**src/design/rbts_pkg.sv**
```systemverilog
`default_nettype none
package rbts_pkg;

	typedef enum logic [1:0] {
		OP_RESTART = 2'd0,
		OP_ASK     = 2'd1,
		OP_REPORT  = 2'd2,
		OP_POST    = 2'd3
	} op_t;

	typedef enum logic [1:0] {
		ACT_ACK       = 2'd0,
		ACT_SLEEP     = 2'd1,
		ACT_SEND      = 2'd2,
		ACT_TELEMETRY = 2'd3
	} action_t;

	typedef enum logic [2:0] {
		CFG_COOLDOWN_BASE   = 3'd0,
		CFG_COOLDOWN_MAX    = 3'd1,
		CFG_TELEMETRY_LONG  = 3'd2,
		CFG_TELEMETRY_SHORT = 3'd3,
		CFG_RECONNECT_AFTER = 3'd4,
		CFG_GIVE_UP         = 3'd5
	} cfg_index_t;

	localparam int CfgIndexW = 3;
	localparam int CfgDataW  = 32;

	localparam logic [15:0] RstCooldownBase   = 16'd100;
	localparam logic [15:0] RstCooldownMax    = 16'd60000;
	localparam logic [15:0] RstTelemetryLong  = 16'd4000;
	localparam logic [15:0] RstTelemetryShort = 16'd1000;
	localparam logic [31:0] RstReconnectAfter = 32'd10000;
	localparam logic [3:0]  RstGiveUp         = 4'd5;

	typedef struct packed {
		action_t     action;
		logic [15:0] sleep_ms;
		logic [15:0] sent_tag;
		logic        sent_is_info;
	} result_t;

endpackage
`default_nettype wire

```
**src/design/rbts_ifs.sv**
```systemverilog
`default_nettype none
interface rbts_req_if;
	logic        valid;
	logic        ready;
	logic [1:0]  operation;
	logic [31:0] now_ms;
	logic [1:0]  outcome;
	logic        printing;
	logic        background_busy;
	logic        info_changed;
	logic        offered_valid;
	logic        event_is_info;
	logic [15:0] event_tag;

	modport source (
		output valid, operation, now_ms, outcome, printing, background_busy,
		output info_changed, offered_valid, event_is_info, event_tag,
		input  ready
	);
	modport sink (
		input  valid, operation, now_ms, outcome, printing, background_busy,
		input  info_changed, offered_valid, event_is_info, event_tag,
		output ready
	);
endinterface

interface rbts_rsp_if;
	logic        valid;
	logic        ready;
	logic [1:0]  action;
	logic [15:0] sleep_ms;
	logic [15:0] sent_tag;
	logic        sent_is_info;

	modport source (
		output valid, action, sleep_ms, sent_tag, sent_is_info,
		input  ready
	);
	modport sink (
		input  valid, action, sleep_ms, sent_tag, sent_is_info,
		output ready
	);
endinterface
`default_nettype wire

```
**src/design/retry_backoff_telemetry_scheduler.sv**
```systemverilog
// Retry back-off and telemetry scheduler. Every request beat (restart, ask, report, post) is
// handled combinationally and yields exactly one response beat, registered in the output or, if
// that is held, the skid register; a new request may be accepted every cycle while req.ready is
// high. req.ready only drops when both output and skid register hold responses that the sink has
// not taken yet. Configuration registers are written through cfg_we/cfg_index/cfg_data while no
// request is in flight; the user must keep to this, the block itself does not enforce it.
`default_nettype none
module retry_backoff_telemetry_scheduler
	import rbts_pkg::*;
(
	input  wire logic                 clk,
	input  wire logic                 arst_n,
	rbts_req_if.sink                  req,
	rbts_rsp_if.source                rsp,
	input  wire logic                 cfg_we,
	input  wire logic [CfgIndexW-1:0] cfg_index,
	input  wire logic [CfgDataW-1:0]  cfg_data
);

	logic [15:0] cooldown_base_q, cooldown_max_q, telemetry_long_q, telemetry_short_q;
	logic [31:0] reconnect_after_q;
	logic [3:0]  give_up_q;

	logic        cooldown_pending_q, cooldown_pending_d;
	logic        cooldown_valid_q, cooldown_valid_d;
	logic [15:0] cooldown_ms_q, cooldown_ms_d;
	logic [3:0]  failed_count_q, failed_count_d;
	logic        telemetry_valid_q, telemetry_valid_d;
	logic [31:0] telemetry_stamp_q, telemetry_stamp_d;
	logic        success_valid_q, success_valid_d;
	logic [31:0] success_stamp_q, success_stamp_d;
	logic        pending_valid_q, pending_valid_d;
	logic        pending_is_info_q, pending_is_info_d;
	logic [15:0] pending_tag_q, pending_tag_d;
	logic        info_dirty_q, info_dirty_d;

	result_t     res;
	result_t     out_q, skid_q;
	logic        out_valid_q, skid_valid_q;
	logic        accept, out_free;

	assign accept    = req.valid && req.ready;
	assign req.ready = !skid_valid_q;
	assign out_free  = !out_valid_q || rsp.ready;

	// config registers
	always_ff @(posedge clk or negedge arst_n) begin
		if (!arst_n) begin
			cooldown_base_q   <= RstCooldownBase;
			cooldown_max_q    <= RstCooldownMax;
			telemetry_long_q  <= RstTelemetryLong;
			telemetry_short_q <= RstTelemetryShort;
			reconnect_after_q <= RstReconnectAfter;
			give_up_q         <= RstGiveUp;
		end else if (cfg_we) begin
			case (cfg_index_t'(cfg_index))
				CFG_COOLDOWN_BASE:   cooldown_base_q   <= cfg_data[15:0];
				CFG_COOLDOWN_MAX:    cooldown_max_q    <= cfg_data[15:0];
				CFG_TELEMETRY_LONG:  telemetry_long_q  <= cfg_data[15:0];
				CFG_TELEMETRY_SHORT: telemetry_short_q <= cfg_data[15:0];
				CFG_RECONNECT_AFTER: reconnect_after_q <= cfg_data;
				CFG_GIVE_UP:         give_up_q         <= cfg_data[3:0];
				default: ;
			endcase
		end
	end

	always_comb begin
		logic [31:0] tel_since;
		logic [15:0] tel_ivl;
		logic [31:0] ok_since;
		logic [4:0]  fail_sum;
		logic        give_up_hit;
		logic        pend_after;
		logic [15:0] cd_prev;
		logic [16:0] cd_dbl;
		logic        info_n;
		logic        ask_valid, ask_info;
		logic [15:0] ask_tag;

		cooldown_pending_d = cooldown_pending_q;
		cooldown_valid_d   = cooldown_valid_q;
		cooldown_ms_d      = cooldown_ms_q;
		failed_count_d     = failed_count_q;
		telemetry_valid_d  = telemetry_valid_q;
		telemetry_stamp_d  = telemetry_stamp_q;
		success_valid_d    = success_valid_q;
		success_stamp_d    = success_stamp_q;
		pending_valid_d    = pending_valid_q;
		pending_is_info_d  = pending_is_info_q;
		pending_tag_d      = pending_tag_q;
		info_dirty_d       = info_dirty_q;

		res              = '0;
		res.action       = ACT_ACK;

		tel_since   = req.now_ms - telemetry_stamp_q;
		tel_ivl     = (req.printing || req.background_busy) ? telemetry_short_q
		                                                    : telemetry_long_q;
		ok_since    = success_valid_q ? (req.now_ms - success_stamp_q) : 32'd0;
		fail_sum    = {1'b0, failed_count_q} + 5'd1;
		give_up_hit = fail_sum >= {1'b0, give_up_q};
		pend_after  = pending_valid_q && !(give_up_hit && !pending_is_info_q);
		cd_prev     = cooldown_valid_q ? cooldown_ms_q : {1'b0, cooldown_base_q[15:1]};
		cd_dbl      = {cd_prev, 1'b0};

		info_n    = info_dirty_q || (!pending_valid_q && req.info_changed);
		ask_valid = pending_valid_q;
		ask_info  = pending_is_info_q;
		ask_tag   = pending_tag_q;
		if (!pending_valid_q) begin
			if (info_n) begin
				ask_valid = 1'b1;
				ask_info  = 1'b1;
				ask_tag   = '0;
			end else if (req.offered_valid) begin
				ask_valid = 1'b1;
				ask_info  = req.event_is_info;
				ask_tag   = req.event_tag;
			end
		end

		unique case (op_t'(req.operation))
			OP_RESTART: begin
				info_dirty_d       = 1'b1;
				telemetry_valid_d  = 1'b0;
				telemetry_stamp_d  = '0;
				cooldown_valid_d   = 1'b0;
				cooldown_ms_d      = '0;
				cooldown_pending_d = 1'b0;
				failed_count_d     = '0;
			end
			OP_ASK: begin
				if (cooldown_pending_q) begin
					cooldown_pending_d = 1'b0;
					res.action         = ACT_SLEEP;
					res.sleep_ms       = cooldown_ms_q;
				end else begin
					info_dirty_d      = info_n;
					pending_valid_d   = ask_valid;
					pending_is_info_d = ask_info;
					pending_tag_d     = ask_tag;
					if (ask_valid) begin
						res.action       = ACT_SEND;
						res.sent_tag     = ask_tag;
						res.sent_is_info = ask_info;
					end else if (telemetry_valid_q && (tel_since < {16'd0, tel_ivl})) begin
						res.action   = ACT_SLEEP;
						res.sleep_ms = tel_ivl - tel_since[15:0];
					end else begin
						res.action = ACT_TELEMETRY;
					end
				end
			end
			OP_REPORT: begin
				if (!req.outcome[1]) begin
					// ok or refused
					success_valid_d    = 1'b1;
					success_stamp_d    = req.now_ms;
					cooldown_pending_d = 1'b0;
					cooldown_valid_d   = 1'b0;
					cooldown_ms_d      = '0;
					failed_count_d     = '0;
					if (pending_valid_q) begin
						if (pending_is_info_q) begin
							info_dirty_d = 1'b0;
						end
						pending_valid_d   = 1'b0;
						telemetry_valid_d = 1'b0;
					end else begin
						telemetry_valid_d = 1'b1;
						telemetry_stamp_d = req.now_ms;
					end
				end else begin
					failed_count_d  = give_up_hit ? 4'd0 : fail_sum[3:0];
					pending_valid_d = pend_after;
					if (ok_since >= reconnect_after_q && !pend_after) begin
						pending_valid_d   = 1'b1;
						pending_is_info_d = 1'b1;
						pending_tag_d     = '0;
						success_valid_d   = 1'b0;
					end
					cooldown_ms_d      = (cd_dbl > {1'b0, cooldown_max_q}) ? cooldown_max_q
					                                                       : cd_dbl[15:0];
					cooldown_valid_d   = 1'b1;
					cooldown_pending_d = 1'b1;
				end
			end
			OP_POST: begin
				pending_valid_d   = 1'b1;
				pending_is_info_d = req.event_is_info;
				pending_tag_d     = req.event_tag;
			end
		endcase
	end

	// scheduler state
	always_ff @(posedge clk or negedge arst_n) begin
		if (!arst_n) begin
			cooldown_pending_q <= 1'b0;
			cooldown_valid_q   <= 1'b0;
			cooldown_ms_q      <= '0;
			failed_count_q     <= '0;
			telemetry_valid_q  <= 1'b0;
			telemetry_stamp_q  <= '0;
			success_valid_q    <= 1'b0;
			success_stamp_q    <= '0;
			pending_valid_q    <= 1'b0;
			pending_is_info_q  <= 1'b0;
			pending_tag_q      <= '0;
			info_dirty_q       <= 1'b1;
		end else if (accept) begin
			cooldown_pending_q <= cooldown_pending_d;
			cooldown_valid_q   <= cooldown_valid_d;
			cooldown_ms_q      <= cooldown_ms_d;
			failed_count_q     <= failed_count_d;
			telemetry_valid_q  <= telemetry_valid_d;
			telemetry_stamp_q  <= telemetry_stamp_d;
			success_valid_q    <= success_valid_d;
			success_stamp_q    <= success_stamp_d;
			pending_valid_q    <= pending_valid_d;
			pending_is_info_q  <= pending_is_info_d;
			pending_tag_q      <= pending_tag_d;
			info_dirty_q       <= info_dirty_d;
		end
	end

	// output register and skid
	always_ff @(posedge clk or negedge arst_n) begin
		if (!arst_n) begin
			out_valid_q  <= 1'b0;
			skid_valid_q <= 1'b0;
		end else if (out_free) begin
			if (skid_valid_q) begin
				out_valid_q  <= 1'b1;
				skid_valid_q <= 1'b0;
			end else begin
				out_valid_q <= accept;
			end
		end else if (accept) begin
			skid_valid_q <= 1'b1;
		end
	end

	always_ff @(posedge clk) begin
		if (out_free) begin
			out_q <= skid_valid_q ? skid_q : res;
		end else if (accept) begin
			skid_q <= res;
		end
	end

	assign rsp.valid        = out_valid_q;
	assign rsp.action       = out_q.action;
	assign rsp.sleep_ms     = out_q.sleep_ms;
	assign rsp.sent_tag     = out_q.sent_tag;
	assign rsp.sent_is_info = out_q.sent_is_info;

endmodule
`default_nettype wire
```
**src/flat_wrapper.sv**
```systemverilog
// flat-port wrapper written by rule: the top's interface ports become plain ports
module retry_backoff_telemetry_scheduler_flat import rbts_pkg::*;
  (clk, arst_n, cfg_we, cfg_index, cfg_data, req_valid, req_operation, req_now_ms, req_outcome, req_printing, req_background_busy, req_info_changed, req_offered_valid, req_event_is_info, req_event_tag, req_ready, rsp_valid, rsp_action, rsp_sleep_ms, rsp_sent_tag, rsp_sent_is_info, rsp_ready);
  rbts_req_if req_i ();
  rbts_rsp_if rsp_i ();
  input  wire logic clk;
  input  wire logic arst_n;
  input  wire logic cfg_we;
  input  wire logic [CfgIndexW-1:0] cfg_index;
  input  wire logic [CfgDataW-1:0] cfg_data;
  input wire logic [$bits(req_i.valid)-1:0] req_valid;
  input wire logic [$bits(req_i.operation)-1:0] req_operation;
  input wire logic [$bits(req_i.now_ms)-1:0] req_now_ms;
  input wire logic [$bits(req_i.outcome)-1:0] req_outcome;
  input wire logic [$bits(req_i.printing)-1:0] req_printing;
  input wire logic [$bits(req_i.background_busy)-1:0] req_background_busy;
  input wire logic [$bits(req_i.info_changed)-1:0] req_info_changed;
  input wire logic [$bits(req_i.offered_valid)-1:0] req_offered_valid;
  input wire logic [$bits(req_i.event_is_info)-1:0] req_event_is_info;
  input wire logic [$bits(req_i.event_tag)-1:0] req_event_tag;
  output wire logic [$bits(req_i.ready)-1:0] req_ready;
  output wire logic [$bits(rsp_i.valid)-1:0] rsp_valid;
  output wire logic [$bits(rsp_i.action)-1:0] rsp_action;
  output wire logic [$bits(rsp_i.sleep_ms)-1:0] rsp_sleep_ms;
  output wire logic [$bits(rsp_i.sent_tag)-1:0] rsp_sent_tag;
  output wire logic [$bits(rsp_i.sent_is_info)-1:0] rsp_sent_is_info;
  input wire logic [$bits(rsp_i.ready)-1:0] rsp_ready;
  assign req_i.valid = req_valid;
  assign req_i.operation = req_operation;
  assign req_i.now_ms = req_now_ms;
  assign req_i.outcome = req_outcome;
  assign req_i.printing = req_printing;
  assign req_i.background_busy = req_background_busy;
  assign req_i.info_changed = req_info_changed;
  assign req_i.offered_valid = req_offered_valid;
  assign req_i.event_is_info = req_event_is_info;
  assign req_i.event_tag = req_event_tag;
  assign req_ready = req_i.ready;
  assign rsp_valid = rsp_i.valid;
  assign rsp_action = rsp_i.action;
  assign rsp_sleep_ms = rsp_i.sleep_ms;
  assign rsp_sent_tag = rsp_i.sent_tag;
  assign rsp_sent_is_info = rsp_i.sent_is_info;
  assign rsp_i.ready = rsp_ready;
  retry_backoff_telemetry_scheduler u_core (.clk(clk), .arst_n(arst_n), .req(req_i), .rsp(rsp_i), .cfg_we(cfg_we), .cfg_index(cfg_index), .cfg_data(cfg_data));
endmodule
```
**config.mk**
```make
export PLATFORM = sky130hd
export DESIGN_NAME = retry_backoff_telemetry_scheduler_flat
export DESIGN_NICKNAME = d
export VERILOG_FILES = /design/src/design/rbts_pkg.sv /design/src/design/rbts_ifs.sv /design/src/design/retry_backoff_telemetry_scheduler.sv /design/src/flat_wrapper.sv
export SDC_FILE = /design/constraint.sdc
export NUM_CORES = 1
export LEC_CHECK = 0
export ABC_AREA = 1
export BUFFER_PORTS_ARGS = -buffer_cell sky130_fd_sc_hd__buf_2
export CORE_MARGIN = 3
export CORE_UTILIZATION = 45
export DETAILED_ROUTE_END_ITERATION = 12
export PLACE_DENSITY = 0.59
export SLEW_MARGIN = 40
export SYNTH_ARGS = -nofsm -noshare
export SYNTH_HDL_FRONTEND = slang
export SYNTH_SLANG_ARGS = --single-unit
```
**constraint.sdc**
```tcl
create_clock -name clk -period 11 [get_ports clk]
set_clock_uncertainty 0.1 [all_clocks]
set_input_delay 0.55 -clock clk [delete_from_list [all_inputs] [get_ports clk]]
set_output_delay 0.55 -clock clk [all_outputs]
set_load 0.05 [all_outputs]
```
==> impl_metrics.json <==
{
  "status": "complete, no violations",
  "dr.pass1.iters": 5,
  "cts-root-buf": "clkbuf_16",
  "cp-start-kind": "flop",
  "cp_slowest_cell": "dfrtp_1",
  "die_area_um2": 43100,
  "overflow": 0,
  "start_util_pct": 45.8,
  "cts_sinks": 278,
  "min_delay_path_depth": 3,
  "power_uw": 4060,
  "area_growth_syn_to_layout_pct": 13.1,
  "wl_per_cell_um": 16.6,
  "avgSynthCellArea_um2": 7.42,
  "worstReg2RegEnd": "u_core.pending_tag_q[6]",
  "nNetsFinal": 2825,
  "finalMaxSlewViolations": 0,
  "cts_buffer_depth": 3,
  "cts_tree": "built",
  "fin_crit_ns": 5.05,
  "core_um2": 39900,
  "grt.total_usage_pct": 23.8,
  "ctsResizeCount": 0,
  "rsz0062_at_grt": "false",
  "yosysWarnings": 0,
  "grt_pass1_wl_mm": 82.9,
  "cts_made_buffers": 35,
  "yosys.cell_types.count": 50,
  "drt_first_iter_violations": 1251,
  "setup_viol": 0,
  "worstSetupEndpointType": "flop",
  "maxCapViolCount": 0,
  "rrSetupSlack_ns": 5.95,
  "min_from": "req_valid",
  "seq_area_frac_synth_pct": 40.1,
  "num_rows": 73,
  "relSlewSlack_pct": 45.3,
  "vias": 16268,
  "finalHoldViolations": 0,
  "grt_max_degree": 95,
  "clk_latency_ns": 0.56,
  "syn_nets": 2709,
  "crit_arrival_ns": 5.39,
  "crit_top_cell": "nand2_1",
  "pwr_density_cell_nw_per_um2": 196,
  "pre_cts_slack_ns": 5.56,
  "io_pins": 134,
  "r2r-start": "u_core.success_stamp_q[0]",
  "tns_ns": 0,
  "routed_wl_mm": 51.9,
  "hold_class": "input port to flop",
  "ys_ff_latch": 278,
  "die_h_um": 208,
  "crit_fanout": 34,
  "fin_util_pct": 51.8,
  "port_buffers": 132,
  "fmax_mhz": 198,
  "place_hpwl_mm": 39.1,
  "antenna_found_initial": 3,
  "synth_edf_count": 70,
  "min_period_over_period_pct": 45.9,
  "tightest_slew_ns": 0.820,
  "synthFlopType": "dfrtp_1",
  "cpPeakStageDelay_ns": 0.38,
  "power.leakage_uw": 0.0105,
  "layout-drive-gt1-share_pct": 10.5,
  "async_reset_ff_share_pct": 74.8,
  "die_w_um": 208,
  "setup_ws_ns": 5.95,
  "viasPerCell": 5.19,
  "crit_type": "flop to flop",
  "drc": 0,
  "cts_max_level": 2,
  "reg2reg_depth": 27,
  "clk_pin_slew_worst_paths_ns": 0.06,
  "path_buf_inv": 4,
  "path_delay_family": "simple AND/OR/NAND/NOR gates",
  "min_to": "u_core.rsp.valid",
  "place.gp.congestion": 0.913,
  "grt_pass1_vias": 15708,
  "peakVddDrop_v": 0.000100,
  "drtAntennaViolNets": 0,
  "syn-cell-area_um2": 18300,
  "worstPathRequired_ns": 11.35,
  "synthCells": 2464
}
cells by family after synthesis:
family | count (synthesis) | synth area share, %
fa+ha+maj | 148 | 10.2
flops | 278 | 40.1
simple gates | 1005 | 22.5
xor+xnor | 23 | 1.10
buf+inv | 472 | 9.79
compound gates | 532 | 15.9
mux | 6 | 0.342
placed cells by master, fill, tap and decap left out, drive strengths merged, types with 4 or more instances in the layout:
cell    instances
nor3           22
nand3          95
o211ai         18
nand4          20
a21o            4
ha            145
clkinv         12
edfxtp         70
dfrtp         178
nand3b          5
xor2           23
o21bai         10
inv           404
buf           145
a21oi         192
o21ai         253
a32o           12
nand2         645
or2             8
o22ai           4
o31ai           7
mux2i           4
nor2          197
a211oi          5
clkbuf         48
o21a           15
nor4            9
dfstp          30
synthesized netlist by cell type, drive strengths merged, types with 12 or more instances:
library cell | count | share of area (%)
nand2 | 645 | 13
clkbuf | 57 | 1.2
edfxtp | 70 | 11
o211ai | 18 | 0.74
dfrtp | 178 | 24
o21ai | 253 | 6.9
nand3 | 95 | 2.7
inv | 399 | 8.2
o21a | 15 | 0.62
nand4 | 20 | 0.68
xor2 | 23 | 1.1
a21oi | 192 | 5.3
nor3 | 22 | 0.63
ha | 145 | 9.9
a32o | 12 | 0.66
dfstp | 30 | 4.3
nor2 | 197 | 4.1
state kept, by name (all words and copies together), names as in the netlist, 15 cells and up:
name                      cells
u_core.cooldown_base_q       15
u_core.cooldown_max_q        16
u_core.cooldown_ms_q         16
u_core.pending_tag_q         16
u_core.reconnect_after_q     32
u_core.rsp.sent_tag          16
u_core.rsp.sleep_ms          16
u_core.skid_q                35
u_core.success_stamp_q       32
u_core.telemetry_long_q      16
u_core.telemetry_short_q     16
u_core.telemetry_stamp_q     32
worst reg2reg max path: cells and delay by family, from the launching register on:
family / cells / cell delay, ns
buffers and inverters: 4 / 0.53
DFF: 1 / 0.38
and+or+nand+nor: 14 / 2.19
adders and majority gates: 3 / 0.66
AOI/OAI and AO/OA: 6 / 1.11
area by class of cell:
class | instances | area, um2
inverter | 405 | 1520
tap | 525 | 657
sequential | 278 | 7340
fill | 3892 | 19200
clock buffer | 48 | 985
clock inverter | 15 | 158
timing repair buffer | 146 | 802
multi-input combinational | 1714 | 9220
antenna | 3 | 7.51
timing repair:
item | 4_1_cts | 5_1_grt
hold endpoints to repair | 2 | 0
buffers inserted | 0 | 0
hold buffers | 1 | 0
report_power, final:
part	leakage [uW]	internal, uW	switching (uW)
Sequential	0.00322	1240	73.2
Combinational	0.00677	534	1060
Clock	0.000558	681	469
Total	0.0105	2450	1610
routing by layer:
| metal | track usage, % | vias to the layer above | wire (um) |
|---|---|---|---|
| li1 | - | 8256 | - |
| met1 | 34.9 | 7573 | 25400 |
| met2 | 36.6 | 362 | 22700 |
| met3 | 3.16 | 77 | 2460 |
| met4 | 7.70 | 0 | 1330 |
| met5 | 0 | - | 0 |
metrics by stage:
step | area [um2] | hold WS [ns] | std cells
after floorplan | 18300 | 0.154 | 2464
after global placement | 19500 | 0.360 | 3066
after detailed placement | 19500 | 0.368 | 3066
after CTS | 20700 | 0.129 | 3130
after global routing | 20700 | 0.145 | 3134
final | 20700 | 0.158 | 3134
worst max-delay path by stage:
stage	from	end	slack, ns	depth (start not counted)
floorplan	req_now_ms[0]	u_core.pending_tag_q[2]	6.70	27
finish	u_core.success_stamp_q[0]	u_core.pending_tag_q[6]	5.95	27
global route	u_core.success_stamp_q[0]	u_core.pending_tag_q[13]	5.43	27
global placement	req_now_ms[0]	u_core.pending_tag_q[14]	5.68	28
detailed placement	req_now_ms[0]	u_core.pending_tag_q[6]	5.56	28
CTS	u_core.success_stamp_q[0]	u_core.pending_tag_q[3]	5.99	27
(Power assumes the default switching activity.)
